[src/rtl/ordered_unique_key_table_macros.svh]
// ============================================================================
// Assertion macros for the ordered unique key table
// Shorthand for the concurrent checks that the table's top RTL module carries.
// ============================================================================
`ifndef ORDERED_UNIQUE_KEY_TABLE_MACROS_SVH
`define ORDERED_UNIQUE_KEY_TABLE_MACROS_SVH

// The consequent must hold in the same cycle as the antecedent.
`define OUKT_ASSERT_IMP(label, ante, cons, msg) \
	label: assert property (@(posedge clk) disable iff (!arst_n) (ante) |-> (cons)) \
		else $error(msg);

// The consequent must hold in the cycle after the antecedent.
`define OUKT_ASSERT_NXT(label, ante, cons, msg) \
	label: assert property (@(posedge clk) disable iff (!arst_n) (ante) |=> (cons)) \
		else $error(msg);

`endif

[src/rtl/oukt_pkg.sv]
// ============================================================================
// Ordered unique key table package
// Command and status codes and the fixed field widths of the request and response streams.
// ============================================================================
package oukt_pkg;

	localparam int CMD_W = 3;
	localparam int STAT_W = 3;

	// Command codes.
	localparam logic [CMD_W-1:0] CMD_APPEND     = 3'd0;
	localparam logic [CMD_W-1:0] CMD_PREPEND    = 3'd1;
	localparam logic [CMD_W-1:0] CMD_TAKE_BACK  = 3'd2;
	localparam logic [CMD_W-1:0] CMD_TAKE_FRONT = 3'd3;
	localparam logic [CMD_W-1:0] CMD_REMOVE     = 3'd4;
	localparam logic [CMD_W-1:0] CMD_LOOKUP     = 3'd5;
	localparam logic [CMD_W-1:0] CMD_CLEAR      = 3'd6;
	localparam logic [CMD_W-1:0] CMD_CONTAINS   = 3'd7;

	// Status codes.
	localparam logic [STAT_W-1:0] STAT_OK         = 3'd0;
	localparam logic [STAT_W-1:0] STAT_EMPTY      = 3'd1;
	localparam logic [STAT_W-1:0] STAT_NOT_UNIQUE = 3'd2;
	localparam logic [STAT_W-1:0] STAT_NOT_FOUND  = 3'd3;
	localparam logic [STAT_W-1:0] STAT_FULL       = 3'd4;

endpackage

[src/rtl/oukt_store.sv]
// ============================================================================
// Ordered unique key table entry store
// Circular single-port-read, single-port-write memory addressed by position
// in the list; the position is turned into a slot relative to the head.
// ============================================================================
module oukt_store #(
	parameter int CAPACITY = 64,
	parameter int DATA_W = 64
) (
	input  logic                              clk,
	input  logic [$clog2(CAPACITY)-1:0]       head,
	input  logic                              rd_en,
	input  logic [$clog2(CAPACITY+1)-1:0]     rd_idx,
	input  logic                              wr_en,
	input  logic [$clog2(CAPACITY+1)-1:0]     wr_idx,
	input  logic [DATA_W-1:0]                 wr_data,
	output logic [DATA_W-1:0]                 rd_data
);

	localparam int AW = $clog2(CAPACITY);
	localparam int CW = $clog2(CAPACITY+1);
	localparam int SW = CW + 1;

	logic [DATA_W-1:0] mem [CAPACITY];
	logic [SW-1:0] rd_sum;
	logic [SW-1:0] wr_sum;
	logic [AW-1:0] rd_slot;
	logic [AW-1:0] wr_slot;

	// Position plus head, folded back once into the slot range.
	always_comb begin
		rd_sum = SW'(head) + SW'(rd_idx);
		wr_sum = SW'(head) + SW'(wr_idx);
		if (rd_sum >= SW'(CAPACITY)) begin
			rd_sum = rd_sum - SW'(CAPACITY);
		end
		if (wr_sum >= SW'(CAPACITY)) begin
			wr_sum = wr_sum - SW'(CAPACITY);
		end
		rd_slot = rd_sum[AW-1:0];
		wr_slot = wr_sum[AW-1:0];
	end

	// Synchronous write and registered read.
	always_ff @(posedge clk) begin
		if (wr_en) begin
			mem[wr_slot] <= wr_data;
		end
		if (rd_en) begin
			rd_data <= mem[rd_slot];
		end
	end

endmodule

[src/rtl/ordered_unique_key_table.sv]
// ============================================================================
// Ordered unique key table
// Bounded ordered list of key and value pairs with unique keys.
// ============================================================================
// Each request takes one command and yields one response. Entries live in a
// circular memory with one read and one write port, so every command that
// must find a key (both inserts, remove, lookup, contains) scans the list one
// entry per cycle, stopping early when the key is hit. A remove then closes
// the gap by moving each later entry down one place, one entry per cycle.
// Pops read the end entry and then commit it; clear, and a pop, remove or
// lookup on an empty table, go straight to the response. One request is
// handled at a time; the response register lets a new request be taken while
// the previous response waits on the output, and a response that cannot be
// handed over holds the block until the output is free.
module ordered_unique_key_table
	import oukt_pkg::*;
#(
	parameter int CAPACITY = 64,
	parameter int KEY_BITS = 32,
	parameter int VALUE_BITS = 32
) (
	input  logic clk,
	input  logic arst_n,
	input  logic s_tvalid,
	output logic s_tready,
	// Fields from bit 0: command, item_key, item_value, zero fill.
	input  logic [((CMD_W+KEY_BITS+VALUE_BITS+7)/8)*8-1:0] s_tdata,
	output logic m_tvalid,
	input  logic m_tready,
	// Fields from bit 0: status, found, result_key, result_value,
	// entry_count, zero fill.
	output logic [((STAT_W+1+KEY_BITS+VALUE_BITS+$clog2(CAPACITY+1)+7)/8)*8-1:0] m_tdata
);

`include "ordered_unique_key_table_macros.svh"

	localparam int AW = $clog2(CAPACITY);
	localparam int CW = $clog2(CAPACITY+1);
	localparam int DW = KEY_BITS + VALUE_BITS;
	localparam int OUT_RAW = STAT_W + 1 + KEY_BITS + VALUE_BITS + CW;
	localparam int OUT_W = ((OUT_RAW + 7) / 8) * 8;

	localparam logic [2:0] ST_IDLE  = 3'd0;
	localparam logic [2:0] ST_SCAN  = 3'd1;
	localparam logic [2:0] ST_SHIFT = 3'd2;
	localparam logic [2:0] ST_POP   = 3'd3;
	localparam logic [2:0] ST_POPW  = 3'd4;
	localparam logic [2:0] ST_DONE  = 3'd5;

	logic [2:0]            state_q;
	logic [CMD_W-1:0]      cmd_q;
	logic [KEY_BITS-1:0]   key_q;
	logic [VALUE_BITS-1:0] val_q;
	logic [AW-1:0]         head_q;
	logic [CW-1:0]         count_q;
	logic [CW-1:0]         rd_idx_q;
	logic                  pend_s1;
	logic [CW-1:0]         pend_idx_s1;
	logic [STAT_W-1:0]     res_status_q;
	logic                  res_found_q;
	logic [KEY_BITS-1:0]   res_key_q;
	logic [VALUE_BITS-1:0] res_val_q;
	logic                  out_valid_q;
	logic [OUT_W-1:0]      out_data_q;

	logic [CMD_W-1:0]      in_cmd;
	logic [KEY_BITS-1:0]   in_key;
	logic [VALUE_BITS-1:0] in_val;
	logic                  accept;
	logic                  st_rd_en;
	logic [CW-1:0]         st_rd_idx;
	logic                  st_wr_en;
	logic [CW-1:0]         st_wr_idx;
	logic [DW-1:0]         st_wr_data;
	logic [DW-1:0]         st_rd_data;
	logic [KEY_BITS-1:0]   rd_key;
	logic [VALUE_BITS-1:0] rd_val;
	logic                  scan_hit;
	logic                  scan_miss;
	logic                  is_push;
	logic                  full;
	logic                  out_free;

	// Request unpacking and handshake.
	assign in_cmd = s_tdata[CMD_W-1:0];
	assign in_key = s_tdata[CMD_W +: KEY_BITS];
	assign in_val = s_tdata[CMD_W+KEY_BITS +: VALUE_BITS];
	assign s_tready = (state_q == ST_IDLE);
	assign accept = s_tvalid && s_tready;
	assign m_tvalid = out_valid_q;
	assign m_tdata = out_data_q;
	assign out_free = !out_valid_q || m_tready;

	// Scan outcome and fixed conditions.
	assign rd_key = st_rd_data[KEY_BITS-1:0];
	assign rd_val = st_rd_data[DW-1:KEY_BITS];
	assign scan_hit = pend_s1 && (rd_key == key_q);
	assign scan_miss = !pend_s1 && (rd_idx_q == count_q);
	assign is_push = (cmd_q == CMD_APPEND) || (cmd_q == CMD_PREPEND);
	assign full = (count_q == CW'(CAPACITY));

	// Memory port control. Every access is serialised by the sequencer, so a
	// read never meets a write to the same slot in flight.
	always_comb begin
		st_rd_en = 1'b0;
		st_rd_idx = rd_idx_q;
		st_wr_en = 1'b0;
		st_wr_idx = pend_idx_s1;
		st_wr_data = st_rd_data;
		unique case (state_q)
			ST_SCAN: begin
				st_rd_en = (rd_idx_q < count_q);
				if (!scan_hit && scan_miss && is_push && !full) begin
					st_wr_en = 1'b1;
					st_wr_data = {val_q, key_q};
					// One place before the head is the new front.
					st_wr_idx = (cmd_q == CMD_APPEND) ? count_q : CW'(CAPACITY - 1);
				end
			end
			ST_SHIFT: begin
				st_rd_en = (rd_idx_q < count_q);
				st_wr_en = pend_s1;
			end
			ST_POP: begin
				st_rd_en = 1'b1;
				st_rd_idx = (cmd_q == CMD_TAKE_BACK) ? count_q - CW'(1) : '0;
			end
			default: begin
			end
		endcase
	end

	oukt_store #(
		.CAPACITY(CAPACITY),
		.DATA_W(DW)
	) u_store (
		.clk(clk),
		.head(head_q),
		.rd_en(st_rd_en),
		.rd_idx(st_rd_idx),
		.wr_en(st_wr_en),
		.wr_idx(st_wr_idx),
		.wr_data(st_wr_data),
		.rd_data(st_rd_data)
	);

	// Request latch.
	always_ff @(posedge clk) begin
		if (accept) begin
			cmd_q <= in_cmd;
			key_q <= in_key;
			val_q <= in_val;
		end
	end

	// Command sequencer.
	always_ff @(posedge clk or negedge arst_n) begin
		if (!arst_n) begin
			state_q <= ST_IDLE;
			head_q <= '0;
			count_q <= '0;
			rd_idx_q <= '0;
			pend_s1 <= 1'b0;
			pend_idx_s1 <= '0;
			res_status_q <= STAT_OK;
			res_found_q <= 1'b0;
			res_key_q <= '0;
			res_val_q <= '0;
		end else begin
			unique case (state_q)
				ST_IDLE: begin
					if (accept) begin
						res_found_q <= 1'b0;
						res_key_q <= '0;
						res_val_q <= '0;
						rd_idx_q <= '0;
						pend_s1 <= 1'b0;
						unique case (in_cmd)
							CMD_APPEND, CMD_PREPEND, CMD_CONTAINS: begin
								res_status_q <= STAT_OK;
								state_q <= ST_SCAN;
							end
							CMD_TAKE_BACK, CMD_TAKE_FRONT: begin
								if (count_q == '0) begin
									res_status_q <= STAT_EMPTY;
									state_q <= ST_DONE;
								end else begin
									res_status_q <= STAT_OK;
									state_q <= ST_POP;
								end
							end
							CMD_REMOVE, CMD_LOOKUP: begin
								if (count_q == '0) begin
									res_status_q <= STAT_EMPTY;
									state_q <= ST_DONE;
								end else begin
									res_status_q <= STAT_OK;
									state_q <= ST_SCAN;
								end
							end
							CMD_CLEAR: begin
								res_status_q <= STAT_OK;
								count_q <= '0;
								head_q <= '0;
								state_q <= ST_DONE;
							end
						endcase
					end
				end
				ST_SCAN: begin
					// Compare the entry read last cycle while reading the next.
					pend_idx_s1 <= rd_idx_q;
					if (scan_hit && cmd_q == CMD_REMOVE) begin
						// Restart reading just past the hit to close the gap.
						rd_idx_q <= pend_idx_s1 + CW'(1);
						pend_s1 <= 1'b0;
					end else begin
						pend_s1 <= st_rd_en;
						if (st_rd_en) begin
							rd_idx_q <= rd_idx_q + CW'(1);
						end
					end
					if (scan_hit) begin
						if (is_push) begin
							res_status_q <= STAT_NOT_UNIQUE;
							state_q <= ST_DONE;
						end else begin
							res_found_q <= 1'b1;
							res_key_q <= rd_key;
							res_val_q <= rd_val;
							if (cmd_q == CMD_REMOVE) begin
								state_q <= ST_SHIFT;
							end else begin
								state_q <= ST_DONE;
							end
						end
					end else if (scan_miss) begin
						state_q <= ST_DONE;
						if (is_push) begin
							if (full) begin
								res_status_q <= STAT_FULL;
							end else begin
								count_q <= count_q + CW'(1);
								if (cmd_q == CMD_PREPEND) begin
									head_q <= (head_q == '0) ? AW'(CAPACITY - 1) : head_q - AW'(1);
								end
							end
						end else if (cmd_q != CMD_CONTAINS) begin
							res_status_q <= STAT_NOT_FOUND;
						end
					end
				end
				ST_SHIFT: begin
					// Move each later entry down one place to close the gap.
					pend_s1 <= st_rd_en;
					pend_idx_s1 <= rd_idx_q - CW'(1);
					if (st_rd_en) begin
						rd_idx_q <= rd_idx_q + CW'(1);
					end
					if (!pend_s1 && rd_idx_q == count_q) begin
						count_q <= count_q - CW'(1);
						state_q <= ST_DONE;
					end
				end
				ST_POP: begin
					state_q <= ST_POPW;
				end
				ST_POPW: begin
					res_found_q <= 1'b1;
					res_key_q <= rd_key;
					res_val_q <= rd_val;
					count_q <= count_q - CW'(1);
					if (cmd_q == CMD_TAKE_FRONT) begin
						head_q <= (head_q == AW'(CAPACITY - 1)) ? '0 : head_q + AW'(1);
					end
					state_q <= ST_DONE;
				end
				ST_DONE: begin
					if (out_free) begin
						state_q <= ST_IDLE;
					end
				end
				default: begin
					state_q <= ST_IDLE;
				end
			endcase
		end
	end

	// Response register.
	always_ff @(posedge clk or negedge arst_n) begin
		if (!arst_n) begin
			out_valid_q <= 1'b0;
		end else if (state_q == ST_DONE && out_free) begin
			out_valid_q <= 1'b1;
		end else if (m_tready) begin
			out_valid_q <= 1'b0;
		end
	end

	always_ff @(posedge clk) begin
		if (state_q == ST_DONE && out_free) begin
			out_data_q <= OUT_W'({count_q, res_val_q, res_key_q, res_found_q, res_status_q});
		end
	end

	`OUKT_ASSERT_IMP(a_count_bound, 1'b1, count_q <= CW'(CAPACITY), "occupancy above capacity")
	`OUKT_ASSERT_NXT(a_clear_empties, accept && in_cmd == CMD_CLEAR, count_q == '0,
		"clear left entries")
	`OUKT_ASSERT_NXT(a_done_holds, state_q == ST_DONE && !out_free, state_q == ST_DONE,
		"response dropped while output busy")
	`OUKT_ASSERT_IMP(a_found_ok, m_tvalid && m_tdata[STAT_W], m_tdata[STAT_W-1:0] == STAT_OK,
		"found flagged with an error status")

endmodule
[config.mk]
export PLATFORM = sky130hd
export DESIGN_NAME = ordered_unique_key_table
export DESIGN_NICKNAME = d
export VERILOG_FILES = /design/src/rtl/oukt_pkg.sv /design/src/rtl/oukt_store.sv /design/src/rtl/ordered_unique_key_table.sv
export VERILOG_INCLUDE_DIRS = /design/src /design/src/rtl
export SDC_FILE = /design/constraint.sdc
export NUM_CORES = 2
export LEC_CHECK = 0
export ABC_AREA = 0
export BUFFER_PORTS_ARGS = -buffer_cell sky130_fd_sc_hd__buf_2
export CORE_ASPECT_RATIO = 2
export CORE_MARGIN = 4
export CORE_UTILIZATION = 34
export CTS_BUF_LIST = sky130_fd_sc_hd__clkbuf_4 sky130_fd_sc_hd__clkbuf_8
export DETAILED_ROUTE_END_ITERATION = 8
export PLACE_DENSITY = 0.53
export SETUP_SLACK_MARGIN = 0.3
export SYNTH_ARGS = -nofsm -noshare
export SYNTH_HDL_FRONTEND = slang
export SYNTH_SLANG_ARGS = --single-unit
export TNS_END_PERCENT = 10
[constraint.sdc]
create_clock -name clk -period 8.5 [get_ports clk]
set_input_delay 1.275 -clock clk [delete_from_list [all_inputs] [get_ports clk]]
set_output_delay 1.275 -clock clk [all_outputs]
set_load 0.01 [all_outputs]
==> Yosys cells after proc, flatten, opt, wreduce, memory -nomap -nowiden <==
Memories as Yosys holds them, arrays and structs flattened. A register that Yosys moved wholly into a read port is not among the register bits.
Index checks and enable logic that the tools add are counted.
{ "classes": {"n_addsub": 11, "order_cmp": 3, "n_eq_ne": 37, "muxes": 73, "reduce_logical": 37} }
{ "ops": {"columns": ["cell", "n"], "rows": [
  ["case mux 32 bit (3 select lines)", 2],
  ["2-to-1 mux 32 bit", 5],
  ["2-to-1 mux 64 bit", 2],
  ["2-to-1 mux 7 bit", 15],
  ["2-to-1 mux 6 bit", 12],
  ["2-to-1 mux 3 bit", 15],
  ["equality test 32 bit", 1],
  ["case mux 7 bit (4 select lines)", 1],
  ["adder 7 x 1 -> 7 bit, second input constant", 3],
  ["equality test 3 bit, second input constant", 7],
  ["case mux 7 bit (3 select lines)", 1],
  ["!= test 2 bit, second input constant", 10],
  ["equality test 3 x 2 -> 1 bit, second input constant", 6],
  ["case mux 3 bit (6 select lines)", 1],
  ["case mux 6 bit (3 select lines)", 1],
  ["subtractor 6 x 1 -> 6 bit, second input constant", 3],
  ["adder 6 x 7 -> 8 bit", 2],
  [">= comparator 8 x 7 -> 1 bit, second input constant", 2],
  ["case mux 7 bit (2 select lines)", 1],
  ["subtractor 7 x 1 -> 7 bit, second input constant", 2],
  ["!= test 3 bit, second input constant", 4],
  ["case mux 3 bit (2 select lines)", 2],
  ["case mux 3 bit (4 select lines)", 1],
  ["2-to-1 mux 1 bit", 10],
  ["27 further kinds", 52]
]} }
{ "totals": {"ff_bits": 242, "mem_bits_rw": 4096, "input_bits": 76, "out_inout_bits": 82, "wordCells": 177, "mem_count": 1} }
{ "memory_table": {"columns": ["name", "depth", "word_bits", "read_ports", "rd_clocked_by_memory_dff", "write_ports", "line", "source"], "rows": [
  ["u_store.mem", 64, 64, 1, 1, 1, "oukt_store.sv:24", "logic [DATA_W-1:0] mem [CAPACITY];"]
]} }

==> Logic depth before layout (Yosys ltp) <==
{ "logic_depth": {"word_depth": 11, "mapped_depth": 20, "mapped_depth_nobuf": 17} }

==> By module <==
A second synthesis with hierarchy kept.
{ "unflattened": {"hier_cells": 7444, "area_unflattened_um2": 169627.7} }
{ "modules_own_cells": {"columns": ["mod", "instances", "cells_per_inst", "area_per_inst_um2", "seq_area_each_um2"], "rows": [
  ["oukt_store", 1, 6486, 158440.7, 124919.8],
  ["ordered_unique_key_table", 1, 958, 11187.0, 6766.5]
]} }

==> Least setup slack after synthesis <==
No wires, ideal clock.
{ "synth_path": {"kind": "register to register", "start": "register count_q[3]", "end": "memory u_store.mem[0][0] (enable)", "setup_ns": 0.487, "arrival_ns": 6.518, "required_ns": 8.013, "setup_slack_ns": 1.495, "stages_incl_launch_ff": 18, "path_buffers": 3, "synth_period_minus_slack_ns": 7.005, "path_cell_list": "dfrtp_1 > buf_2 > inv_1 > ha_1 > nand4_1 > nor4b_2 > nand3_1 > clkbuf_1 > buf_2 > o21ai_0 > ha_1 > a21o_1 > a21oi_1 > o21ai_0 > xnor2_1 > xor2_1 > nand2_1 > nor2_1"} }
{ "synth_between": {"elab_chain_len": 10, "elab_cells_between_ends": 18, "cone_classes": "add/sub: 2; order compare: 1; eq/ne: 2; mux: 8; reduce/logical: 5"} }
{ "synth_rtl": {"columns": ["element", "line", "source"], "rows": [
  ["start: declaration", "ordered_unique_key_table.sv:55", "logic [CW-1:0] count_q;"],
  ["start signal: assignment", "ordered_unique_key_table.sv:243", "count_q <= count_q + CW'(1);"],
  ["start signal: assignment", "ordered_unique_key_table.sv:261", "count_q <= count_q - CW'(1);"],
  ["start signal: assignment", "ordered_unique_key_table.sv:272", "count_q <= count_q - CW'(1);"],
  ["equality test 7 bit", "ordered_unique_key_table.sv:98", "assign scan_miss = !pend_s1 && (rd_idx_q == count_q);"],
  ["logical AND 1 bit", "ordered_unique_key_table.sv:98", null],
  ["logical AND 1 bit (3 in a row)", "ordered_unique_key_table.sv:113", "if (!scan_hit && scan_miss && is_push && !full) begin"],
  ["2-to-1 mux 7 bit", "ordered_unique_key_table.sv:113", null],
  ["2-to-1 mux 7 bit", "ordered_unique_key_table.sv:110", "unique case (state_q)"],
  ["adder 6 x 7 -> 8 bit", "oukt_store.sv:33", "wr_sum = SW'(head) + SW'(wr_idx);"],
  [">= comparator 8 x 7 -> 1 bit or subtractor 6 x 1 -> 6 bit (tied branches)", "oukt_store.sv:37, oukt_store.sv:38", null],
  ["2-to-1 mux 6 bit", "oukt_store.sv:37", "if (wr_sum >= SW'(CAPACITY)) begin"],
  ["end: declaration", "oukt_store.sv:24", null]
]} }
Parallel ways exist; a longest one is shown, timed or not.

==> Final worst setup path <==
{ "layout_path": {"start": "register count_q[3]", "end": "memory u_store.mem[11][42] (enable)"} }
Same word-level chain as after synthesis.

==> flow_summary.ini <==
[outcome]
status = finished clean

[sta]
setup_ws_ns = 1.54
fin_crit_sh = 0.819
fin_worst_skew_ns = 0.112
setup_viol = 0
hold_viol_final = 0
rsz0062_at_grt = no
relSlewSlack = 0.111
whs_ns = 0.257
fin_setup_tns_ns = 0
fmax_mhz = 144
period_needed_ns = 6.96
tightest_slew_ns = 1.33
slew_viol_final = 0

[clock_tree]
cts.sinks = 4402
cts_tree = yes
clk_latency_ns = 1.21
clkTransAtPathRegs_ns = 0.08
clock_path_buffers = 4
htreeDepth = 6
cts_root_buffer = clkbuf_8
numCtsBuffers = 613
cts_resized = 0

[synthesis]
synth_area_um2 = 171000
synth_warnings = 0
synth.top_cell.area_share = 0.757
synthTopCellsByArea = edfxtp_1, mux4_2, nand2_1
async_reset_ff_frac = 0.0227
ys_types = 64
ys_ff_latch = 4402
yosys.cell_count.top_type = edfxtp_1
synth_edf_count = 4302
syn_avg_cell_area_um2 = 20.0
synthTopCellsByCount = edfxtp_1, nand2_1, mux4_2, o21ai_0, nand3_1
synth.largest_area_cell = edfxtp_1
ys.flop_type = edfxtp_1
synthCells = 8519
seq_area_frac_synth = 0.772

[placed_design]
placed_area_um2 = 182000
gp_congestion = 0.798
place_hpwl_um = 282000
placed_cells = 15158
port_buffers = 147
post-place-ws_ns = 1.64

[global_route]
antenna_found_initial = 38
grt_pass1_vias = 90897
gr-usage-met3 = 0.0238
grtUsageMet1 = 0.227
globalRouteMet2Util = 0.336
grt_max_degree = 120
top_usage_layer = met2
grt_pass1_wl_um = 691000
track_usage = 0.187
overflow = 0

[die]
initial_utilization = 0.341
rows = 367
dieArea_um2 = 514000
die_w_um = 509
coreArea_um2 = 500000
die_h_um = 1010
io_pins = 158

[power]
seqPwrFrac = 0.362
p_leak_nw = 62.2
power_density_nw_per_um2 = 413
combPwrFrac = 0.436
power.switching_mw = 31.3
intPower_mw = 48.5
ir_drop_uv = 369
swShare = 0.392
power.total_mw = 79.8
p_clk_frac = 0.202

[flow_run]
max_cap_violations = 0

[drt]
vias = 85819
wire_per_inst_um = 30.1
ant_nets = 0
dr.pass1.iters = 8
via_per_inst = 5.28
routed_wl_um = 489000
drcViolationCount = 0
drt_iter0_drc = 7858

[finish]
layout.cells.non_filler = 16253
fill_cells = 45519
postLayoutCoreUtil = 0.387
layout-drive-gt1-share = 0.275
finish.instance_area_um2 = 193000
layout.nets = 9236
syn2layout_area_growth_pct = 13.3

[worst_setup_path]
start_kind = flip-flop
crit_type = flip-flop to flip-flop
reg2reg_depth = 16
path_max_fanout = 49
endpoint_kind = flip-flop
cp.required_ns = 9.29
cp.arrival_ns = 7.75

[min_path]
min_path_type = primary input to flip-flop
hold_depth = 1
## what timing repair did
action / CTS / global route
setup buffers: 0 / 0
hold buffers: 1 / 0
setup endpoints to repair: 0 / 0
endpoints found under the hold margin: 38 / 0
## placed cells by master (no fill, tap or decap), types with 7 or more instances in the layout
master	netlist	routed
ha_1	26	25
edfxtp_1	4302	4302
nand4_1	15	15
clkinv_8	0	11
nand2_1	1330	1330
o21ai_0	293	287
diode_2	0	14
inv_1	26	26
xnor2_1	46	43
clkinvlp_4	0	11
nand3_1	279	278
xor2_1	11	9
nand2b_1	8	8
nor2_4	0	66
inv_6	0	11
buf_12	0	74
a31oi_1	8	8
buf_4	9	238
nor2_1	110	44
nor3_1	13	13
mux2i_1	129	128
clkbuf_4	0	186
clkinv_1	0	139
dfrtp_1	100	100
bufinv_16	0	8
clkbuf_8	0	618
buf_2	132	146
a21oi_1	32	32
mux4_2	1024	1024
inv_8	0	22
a22oi_1	7	7
a21o_1	9	9
clkinv_2	0	68
mux2_2	128	120
a22o_1	68	68
o22ai_1	9	9
mux2_4	0	8
## metal layers
layer / up-vias / routed length (um)
li1: 35539 / -
met1: 46646 / 186000
met2: 2760 / 258000
met3: 848 / 23500
met4: 26 / 20300
met5: - / 187
## critical path: stages, from the launching register on
cell and delay (ns):
dfrtp_1 0.64, inv_1 0.16, ha_1 0.31, nand4_1 0.19, nor4b_2 0.60, nand3_4 0.42, buf_4 0.46, nand2_1 0.17
o21ai_0 0.16, ha_1 0.37, a21oi_1 0.14, o21ai_0 0.13, xnor2_1 0.58, xor2_1 0.34, nand2_1 0.53, nor2_4 0.85
buf_4 0.45
## flip-flops by register name, indices dropped and copies added (netlist names)
name	cells
res_val_q	32
pend_s1	1
u_store.rd_data	64
res_key_q	32
m_tvalid	1
key_q	32
val_q	32
res_found_q	1
res_status_q	3
state_q	3
count_q	7
u_store.mem	4096
m_tdata	75
pend_idx_s1	7
rd_idx_q	7
head_q	6
cmd_q	3
## layout make-up
| type | count | area [um^2] | share of cell area |
|---|---|---|---|
| timing repair buffer | 460 | 4020 | 0.0208 |
| antenna | 14 | 35.0 | 0.000181 |
| inverter | 26 | 97.6 | 0.000505 |
| clock buffer | 804 | 9900 | 0.0512 |
| multi-input combinational | 3629 | 37400 | 0.194 |
| clock inverter | 276 | 1800 | 0.00930 |
| tap | 6642 | 8310 | 0.0430 |
| sequential | 4402 | 132000 | 0.681 |
## logic make-up (layout without fill, tap and decap cells)
group / after synthesis / count (layout) / synth area share
buffers and inverters: 492 / 1566 / 0.0125
other: 1 / 19 / 0.0000220
adder cells (fa/ha/maj): 28 / 28 / 0.00214
AO/OA/AOI/OAI: 462 / 462 / 0.0162
flip-flops: 4402 / 4402 / 0.772
XOR/XNOR: 57 / 57 / 0.00293
AND/OR/NAND/NOR: 1796 / 1796 / 0.0429
multiplexers: 1281 / 1281 / 0.151
## power groups by stage
stage / Clock, mW / Sequential, mW / Combinational [mW]
global placement: 0 / 29.3 / 35.1
global route: 17.5 / 28.9 / 37.2
CTS: 16.6 / 28.9 / 35.6
finish: 16.1 / 28.9 / 34.8
detailed placement: 0 / 29.3 / 35.4
floorplan: 0 / 29.0 / 21.2
## worst paths after layout
| check | from | endpoint | slack (ns) |
|---|---|---|---|
| worst max register to register | count_q[3] | u_store.mem[11][42] | 1.54 |
| min in group asynchronous | arst_n | rd_idx_q[6] | 0.63 |
| worst min-delay path | s_tdata[19] | key_q[16] | 0.26 |
| max in group asynchronous | arst_n | res_val_q[20] | 6.59 |
| worst max-delay path | count_q[3] | u_store.mem[11][42] | 1.54 |
| worst min register to register | res_val_q[5] | m_tdata[41] | 0.41 |
Power figures use the tool's default switching activity.
